`src/hw/rtl/otsu_pkg.sv`:
```
// Shared types, widths and codes for the Otsu threshold binarizer.
`default_nettype none
package otsu_pkg;
  localparam int BINS      = 256;
  localparam int PIX_W     = 8;
  localparam int CMD_W     = 2;
  localparam int N_W       = 21;
  localparam int M_W       = 28;
  localparam int Q_W       = N_W + M_W;
  localparam int D_W       = Q_W;
  localparam int P_W       = 2 * N_W;
  localparam int D2_W      = 2 * D_W;
  localparam int PR_W      = D2_W + P_W;
  localparam int MB_W      = D_W;
  localparam int MUL_STEPS = MB_W;
  localparam int CNT_W     = $clog2(MUL_STEPS);

  localparam logic [N_W-1:0]   MAX_PIXELS = N_W'(1048576);
  localparam logic [PIX_W-1:0] PIX_MAX    = 8'd255;
  localparam logic [PIX_W-1:0] THR_RESET  = 8'd128;

  localparam logic [CMD_W-1:0] CMD_ACC   = 2'd0;
  localparam logic [CMD_W-1:0] CMD_THR   = 2'd1;
  localparam logic [CMD_W-1:0] CMD_CLS   = 2'd2;
  localparam logic [CMD_W-1:0] CMD_UNDEF = 2'd3;

  typedef enum logic [1:0] {MS_SQ, MS_LHS, MS_RHS} mul_sel_t;

  typedef enum logic [4:0] {
    ST_CLR, ST_IDLE, ST_ACC, ST_RD, ST_LD, ST_DIF, ST_A, ST_B, ST_P, ST_D,
    ST_SQL, ST_SQ, ST_SEL, ST_LHL, ST_LH, ST_RHL, ST_RH, ST_CMP, ST_NXT, ST_FIN
  } state_t;

  typedef struct packed {
    logic     acc_go;
    logic     drop;
    logic     cls_go;
    logic     bin_clr;
    logic     bin_inc;
    logic     rd_en;
    logic     rd_bin;
    logic     wr_zero;
    logic     wr_inc;
    logic     ld_bin;
    logic     dif;
    logic     q_a;
    logic     q_b;
    logic     q_p;
    logic     d_go;
    logic     mul_load;
    mul_sel_t mul_sel;
    logic     mul_run;
    logic     sq_save;
    logic     take_first;
    logic     lhs_save;
    logic     cmp_go;
    logic     fin;
  } dp_cmd_t;

  typedef struct packed {
    logic room;
    logic skip;
    logic mul_last;
    logic bin_last;
    logic have;
    logic out_busy;
  } dp_sta_t;
endpackage
`default_nettype wire

```
`src/hw/rtl/otsu_ctrl.sv`:
```
// Controller: sequences histogram clear, accumulate and the per-bin Otsu search.
`default_nettype none
module otsu_ctrl (
  input  wire logic                        clk,
  input  wire logic                        rst_n,
  input  wire logic                        in_valid,
  input  wire logic [otsu_pkg::CMD_W-1:0]  in_command,
  output logic                             in_ready,
  input  wire otsu_pkg::dp_sta_t           sta,
  output otsu_pkg::dp_cmd_t                cmd
);
  import otsu_pkg::*;

  state_t st_r, st_nxt;
  logic   acc;

  assign in_ready = (st_r == ST_IDLE) && !sta.out_busy;
  assign acc      = in_valid && in_ready;

  always_ff @(posedge clk) begin
    if (!rst_n) begin
      st_r <= ST_CLR;
    end else begin
      st_r <= st_nxt;
    end
  end

  always_comb begin
    st_nxt = st_r;
    case (st_r)
      ST_CLR:  if (sta.bin_last) st_nxt = ST_IDLE;
      ST_IDLE: begin
        if (acc && in_command == CMD_ACC && sta.room) st_nxt = ST_ACC;
        else if (acc && in_command == CMD_THR)        st_nxt = ST_RD;
      end
      ST_ACC:  st_nxt = ST_IDLE;
      ST_RD:   st_nxt = ST_LD;
      ST_LD:   st_nxt = ST_DIF;
      ST_DIF:  st_nxt = ST_A;
      ST_A:    st_nxt = sta.skip ? ST_NXT : ST_B;
      ST_B:    st_nxt = ST_P;
      ST_P:    st_nxt = ST_D;
      ST_D:    st_nxt = ST_SQL;
      ST_SQL:  st_nxt = ST_SQ;
      ST_SQ:   if (sta.mul_last) st_nxt = ST_SEL;
      ST_SEL:  st_nxt = sta.have ? ST_LHL : ST_NXT;
      ST_LHL:  st_nxt = ST_LH;
      ST_LH:   if (sta.mul_last) st_nxt = ST_RHL;
      ST_RHL:  st_nxt = ST_RH;
      ST_RH:   if (sta.mul_last) st_nxt = ST_CMP;
      ST_CMP:  st_nxt = ST_NXT;
      ST_NXT:  st_nxt = sta.bin_last ? ST_FIN : ST_RD;
      ST_FIN:  st_nxt = sta.out_busy ? ST_FIN : ST_IDLE;
      default: st_nxt = ST_CLR;
    endcase
  end

  always_comb begin
    cmd = '0;
    case (st_r)
      ST_CLR: begin
        cmd.wr_zero = 1'b1;
        cmd.bin_inc = ~sta.bin_last;
        cmd.bin_clr = sta.bin_last;
      end
      ST_IDLE: begin
        if (acc) begin
          case (in_command)
            CMD_ACC: begin
              cmd.acc_go = sta.room;
              cmd.rd_en  = sta.room;
              cmd.drop   = ~sta.room;
            end
            CMD_THR: cmd.bin_clr = 1'b1;
            CMD_CLS: cmd.cls_go  = 1'b1;
            default: ;
          endcase
        end
      end
      ST_ACC: cmd.wr_inc = 1'b1;
      ST_RD: begin
        cmd.rd_en  = 1'b1;
        cmd.rd_bin = 1'b1;
      end
      ST_LD: begin
        cmd.ld_bin  = 1'b1;
        cmd.wr_zero = 1'b1;
      end
      ST_DIF:  cmd.dif = 1'b1;
      ST_A:    cmd.q_a = ~sta.skip;
      ST_B:    cmd.q_b = 1'b1;
      ST_P:    cmd.q_p = 1'b1;
      ST_D:    cmd.d_go = 1'b1;
      ST_SQL: begin
        cmd.mul_load = 1'b1;
        cmd.mul_sel  = MS_SQ;
      end
      ST_SQ:   cmd.mul_run = 1'b1;
      ST_SEL: begin
        cmd.sq_save    = 1'b1;
        cmd.take_first = ~sta.have;
      end
      ST_LHL: begin
        cmd.mul_load = 1'b1;
        cmd.mul_sel  = MS_LHS;
      end
      ST_LH:   cmd.mul_run = 1'b1;
      ST_RHL: begin
        cmd.lhs_save = 1'b1;
        cmd.mul_load = 1'b1;
        cmd.mul_sel  = MS_RHS;
      end
      ST_RH:   cmd.mul_run = 1'b1;
      ST_CMP:  cmd.cmp_go = 1'b1;
      ST_NXT:  cmd.bin_inc = ~sta.bin_last;
      ST_FIN:  cmd.fin = ~sta.out_busy;
      default: ;
    endcase
  end
endmodule
`default_nettype wire

```
`config.mk`:
```
export PLATFORM = sky130hd
export DESIGN_NAME = otsu_ctrl
export DESIGN_NICKNAME = d
export VERILOG_FILES = /design/src/hw/rtl/otsu_pkg.sv /design/src/hw/rtl/otsu_ctrl.sv
export SDC_FILE = /design/constraint.sdc
export NUM_CORES = 1
export LEC_CHECK = 0
export ABC_AREA = 1
export BUFFER_PORTS_ARGS = -buffer_cell sky130_fd_sc_hd__buf_2
export CAP_MARGIN = 40
export CORE_AREA = 2 2 42 44
export CTS_BUF_LIST = sky130_fd_sc_hd__clkbuf_4
export CTS_CLUSTER_DIAMETER = 150
export CTS_CLUSTER_SIZE = 30
export DETAILED_ROUTE_END_ITERATION = 8
export DIE_AREA = 0 0 44 46
export PLACE_DENSITY = 0.78
export SLEW_MARGIN = 20
export SYNTH_ARGS = -nofsm -noshare
export SYNTH_HDL_FRONTEND = slang
export SYNTH_SLANG_ARGS = --single-unit
```
`constraint.sdc`:
```
create_clock -name clk -period 2.8 [get_ports clk]
set_input_delay 0.42 -clock clk [delete_from_list [all_inputs] [get_ports clk]]
set_output_delay 0.42 -clock clk [all_outputs]
set_load 0.02 [all_outputs]
```
After elaboration in Yosys (flattened, before gate mapping). Cells that the tools add are included.

Bits in registers: 5. Input bits: 11. Output and inout bits: 25. Logic and storage cells: 80.

Eq/ne operators: 26. Mux-type cells: 36. Bitwise operators: 5. Reduce and logical (&&, ||, !) cells: 12.

Operators with widths (count): case mux 5 bit (20 select lines) (1); two-way mux 5 bit (10); equality test 5 x 4 -> 1 bit, second input constant (8); equality test 5 x 3 -> 1 bit, second input constant (4); equality test 5 bit, second input constant (4); two-way mux 1 bit (18); equality test 5 x 2 -> 1 bit, second input constant (2); case mux 3 bit (3 select lines) (1); inequality test 2 bit, second input constant (4); equality test 5 x 1 -> 1 bit, second input constant (1); logical AND 1 bit (5); zero test 5 bit (1); inverter 1 bit (5); AND reduction 5 bit (1); two-way mux 2 bit (2); two-way mux 4 bit (1); case mux 1 bit (2 select lines) (2); OR reduction 2 bit (2); two-way mux 3 bit (1); inequality test 3 x 1 -> 1 bit, second input constant (1); OR reduction 3 bit (1); equality test 2 x 1 -> 1 bit, second input constant (1); equality test 2 bit, second input constant (1); zero test 2 bit (1); zero test 1 bit (1).

Longest topological paths before layout.
Depth in word-level cells: 7. Gate-level depth with buffers: 11. Gate-level depth less buffers: 11.

Worst setup path after synthesis. OpenSTA, ideal clock, no wires.

Path kind: flip-flop to output port. Start: register st_r[1]. End: output cmd[15] (netlist name). Data arrival time: 1.268 ns. Required time: 2.380 ns. Path slack: 1.112 ns. Stages on the path, launching flop included: 5. Path buffers: 0. Cell sequence: dfxtp_1 inv_1 nor2_4 inv_1 nor4_1.

RTL lines: from (decl) (line otsu_ctrl.sv:14) `state_t st_r, st_nxt;`; from (signal assigned) (line otsu_ctrl.sv:24) `st_r <= st_nxt;`; to (decl) (line otsu_ctrl.sv:10) `output otsu_pkg::dp_cmd_t cmd`.

==> metrics.txt <==
# TYPE chip_impl_metric gauge
chip_impl_metric{name="timing.max_cap.violations",unit=""} 0
chip_impl_metric{name="final.hold.worst_slack",unit="ns"} 0.418
chip_impl_metric{name="n_antenna_cell",unit=""} 0
chip_impl_metric{name="flow.area_growth_from_synthesis",unit="%"} 33.4
chip_impl_metric{name="postLayoutCoreUtil",unit="%"} 56.0
chip_impl_metric{name="wire_length_of_the_first_global_routing_pass",unit="mm"} 3.13
chip_impl_metric{name="mappedNetlistArea",unit="µm²"} 678
chip_impl_metric{name="gr-total-overflow",unit=""} 0
chip_impl_metric{name="placement.io_buffers",unit=""} 35
chip_impl_metric{name="final_hold_viol_count",unit=""} 0
chip_impl_metric{name="power_density",unit="nW/µm²"} 659
chip_impl_metric{name="post_synth_num_cell_types",unit=""} 20
chip_impl_metric{name="worstMarginPinSlew",unit="ns"} 0.300
chip_impl_metric{name="worst-r2r-setup-slack",unit="ns"} 1.25
chip_impl_metric{name="clkTransAtPathRegs",unit="ns"} 0.05
chip_impl_metric{name="grt_pass1_vias",unit=""} 746
chip_impl_metric{name="total_die_area",unit="µm²"} 2020
chip_impl_metric{name="post_cts_resize_count",unit=""} 0
chip_impl_metric{name="timing.critical_path.fanout_max",unit=""} 8
chip_impl_metric{name="multiInputGateArea",unit="µm²"} 480
chip_impl_metric{name="crit_buf_inv",unit=""} 1
chip_impl_info{name="path_delay_family",value="simple AND/OR/NAND/NOR gates"} 1
chip_impl_info{name="layout.cells.most_common_list",value="sky130_fd_sc_hd__buf_2, sky130_fd_sc_hd__nor2_1, sky130_fd_sc_hd__inv_1, sky130_fd_sc_hd__nand2_1, sky130_fd_sc_hd__nand3_1"} 1
chip_impl_metric{name="slew_headroom",unit="%"} 80.0
chip_impl_info{name="path_cells",value="nor2_4 > nand3_2 > nor3_4 > and3_2 > buf_2"} 1
chip_impl_metric{name="rows",unit=""} 15
chip_impl_metric{name="detailroute.via_count",unit=""} 934
chip_impl_metric{name="tritoncts_sink_count",unit=""} 5
chip_impl_metric{name="grt_max_degree",unit=""} 9
chip_impl_info{name="registers.top_by_ff_count",value="st_r"} 1
chip_impl_metric{name="fin_skew",unit="ns"} 0.00485
chip_impl_metric{name="critical_path_at",unit="ns"} 1.57
chip_impl_info{name="path_class_of_the_lowest_slack_min_delay_path",value="in -> reg"} 1
chip_impl_metric{name="cts_hold_repair.buffers",unit=""} 0
chip_impl_metric{name="fill_cells",unit=""} 171
chip_impl_metric{name="floorplan.die.height",unit="µm"} 46
chip_impl_metric{name="drt_first_pass_iters",unit=""} 4
chip_impl_metric{name="post_drt_wl_per_cell",unit="µm"} 11.5
chip_impl_metric{name="core",unit="µm²"} 1610
chip_impl_info{name="cts_tree",value="built"} 1
chip_impl_metric{name="worst_skew_pair.late_latency",unit="ns"} 0.25
chip_impl_metric{name="cts_buffers",unit=""} 3
chip_impl_metric{name="power.ir.vdd_worst",unit="V"} 0.000506
chip_impl_info{name="critical_path.startpoint_type",value="register"} 1
chip_impl_metric{name="final_layout_size_suffix_gt1_share",unit="%"} 35.6
chip_impl_metric{name="layout_worst_path_cycle_share",unit="%"} 70.9
chip_impl_metric{name="cts-root-to-sink-buffers",unit=""} 2
chip_impl_metric{name="route.detailed.drc",unit=""} 0
chip_impl_metric{name="dp.final_hpwl",unit="mm"} 1.68
chip_impl_metric{name="min_period",unit="ns"} 1.99
chip_impl_info{name="largestRegisters",value="st_r (5)"} 1
chip_impl_info{name="cpMaxStageDelayCell",value="sky130_fd_sc_hd__dfxtp_1"} 1
chip_impl_info{name="worst-setup-path-type",value="reg -> out"} 1
chip_impl_info{name="most_common_library_cell_in_the_layout_ignoring_fill_and_taps",value="sky130_fd_sc_hd__buf_2"} 1
chip_impl_metric{name="setup_viol",unit=""} 0
chip_impl_metric{name="htreeDepth",unit=""} 1
chip_impl_metric{name="upper_clock_frequency_limit",unit="MHz"} 503
chip_impl_metric{name="grt_util_all_layers",unit="%"} 21.3
chip_impl_metric{name="drt-initial-drc-count",unit=""} 41
chip_impl_info{name="critical_path.endpoint_type",value="output port"} 1
chip_impl_metric{name="syn-mean-instance-area",unit="µm²"} 5.47
chip_impl_metric{name="viasPerCell",unit=""} 5.19
chip_impl_info{name="outcome",value="complete, no violations"} 1
chip_impl_metric{name="gp_congestion",unit=""} 0.987
chip_impl_metric{name="antenna_violating_nets_post_route",unit=""} 0
chip_impl_metric{name="synth_sequential_area_ratio",unit="%"} 14.8
chip_impl_metric{name="leakage",unit="nW"} 0.597
chip_impl_metric{name="number_of_nets_in_the_layout",unit=""} 175
chip_impl_info{name="clock-root-buffer",value="sky130_fd_sc_hd__clkbuf_4"} 1
chip_impl_metric{name="register_area",unit="µm²"} 100
chip_impl_metric{name="yosys_register_bits",unit=""} 5
chip_impl_metric{name="largest_register_ff_count",unit=""} 5
chip_impl_metric{name="slew_violations",unit=""} 0
chip_impl_metric{name="critPathRequiredTime",unit="ns"} 2.38
chip_impl_metric{name="boundaryPins",unit=""} 36
chip_impl_metric{name="tns",unit="ns"} 0
chip_impl_metric{name="overall_die_width",unit="µm"} 44
chip_impl_metric{name="netlist_instances",unit=""} 124
chip_impl_info{name="grt_setup_unrepaired",value="false"} 1
chip_impl_metric{name="start_util",unit="%"} 42.0
chip_impl_metric{name="drt_wl_total",unit="mm"} 2.07
chip_impl_metric{name="cts_setup_buffers",unit=""} 0
chip_impl_metric{name="antenna_violations_before_repair",unit=""} 0
chip_impl_metric{name="cpPeakStageDelay",unit="ns"} 0.39
chip_impl_metric{name="yosysWarningCount",unit=""} 0
chip_impl_metric{name="synth_nets",unit=""} 135
## worst reg2reg max path: stages (launching register included)
cell and delay, ns:
sky130_fd_sc_hd__dfxtp_1 0.36, sky130_fd_sc_hd__nor2_1 0.22, sky130_fd_sc_hd__inv_1 0.11, sky130_fd_sc_hd__nor2_1 0.21, sky130_fd_sc_hd__nand2_1 0.12, sky130_fd_sc_hd__nand2_1 0.10
sky130_fd_sc_hd__nor2_1 0.06, sky130_fd_sc_hd__nand2_1 0.07, sky130_fd_sc_hd__nand3_1 0.07, sky130_fd_sc_hd__a21oi_1 0.16
## kinds of logic (layout without fill, tap and decap cells)
group                  after synthesis  count (layout)  share of synthesized area, %
and+or+nand+nor                     80              80                          57.6
buffers and inverters               26              65                          14.4
DFF                                  5               5                          14.8
AOI/OAI and AO/OA                   13              13                          13.3
## synth_stat cells
cell type                  count  area, µm²
sky130_fd_sc_hd__nand2_2       4       25.0
sky130_fd_sc_hd__nor3_4        1       16.3
sky130_fd_sc_hd__nand2_1      22       82.6
sky130_fd_sc_hd__a41oi_2       1       16.3
sky130_fd_sc_hd__dfxtp_1       5        100
sky130_fd_sc_hd__inv_1        22       82.6
sky130_fd_sc_hd__nor4_1        1       6.26
sky130_fd_sc_hd__o211ai_1      1       7.51
sky130_fd_sc_hd__and3_1        1       6.26
sky130_fd_sc_hd__nor2_1       30        113
sky130_fd_sc_hd__nand3_1      12       60.1
sky130_fd_sc_hd__nor3_1        1       5.00
sky130_fd_sc_hd__nor2_2        1       6.26
sky130_fd_sc_hd__nor2_4        2       22.5
sky130_fd_sc_hd__a21oi_4       1       16.3
sky130_fd_sc_hd__and3_2        1       7.51
sky130_fd_sc_hd__nand3_2       4       40.0
sky130_fd_sc_hd__o21ai_0       3       15.0
sky130_fd_sc_hd__inv_2         4       15.0
sky130_fd_sc_hd__a21oi_1       7       35.0
## routing by layer
layer	up-vias	part of all wire (%)	track usage, %
met3	6	9.8	3.57
met2	60	49	35.3
met1	403	39	25.9
met5	-	0	0
li1	465	-	-
met4	0	1.9	12.1
## path summary, 6_finish.rpt
check / start / end / cells after the start
min reg2reg: st_r[0] / st_r[0] / 4
max reg2reg: st_r[0] / st_r[2] / 9
max: st_r[3] / cmd[21] / 5
min: rst_n / st_r[0] / 3
## area by class of cell
| cell class | count | share of cell area, % |
|---|---|---|
| Inverter | 26 | 10.8 |
| Sequential cell | 5 | 11.1 |
| Tap cell | 17 | 2.35 |
| Timing Repair Buffer | 35 | 19.4 |
| Multi-Input combinational cell | 93 | 53.1 |
| Clock buffer | 4 | 3.32 |
## metrics by stage
stage | power [mW] | cells | setup WS, ns | cell area (µm²)
3_3_place_gp | 0.496 | 176 | 1.13 | 875
3_5_place_dp | 0.494 | 176 | 1.08 | 875
2_1_floorplan | 0.392 | 124 | 1.11 | 678
4_1_cts | 0.593 | 180 | 0.809 | 905
5_1_grt | 0.643 | 180 | 0.641 | 905
6_report | 0.596 | 180 | 0.814 | 905
## power by group
group          internal, mW  switching, mW
Combinational         0.125          0.262
Sequential           0.0866         0.0236
Clock                0.0638         0.0343
(Power assumes the default switching activity.)
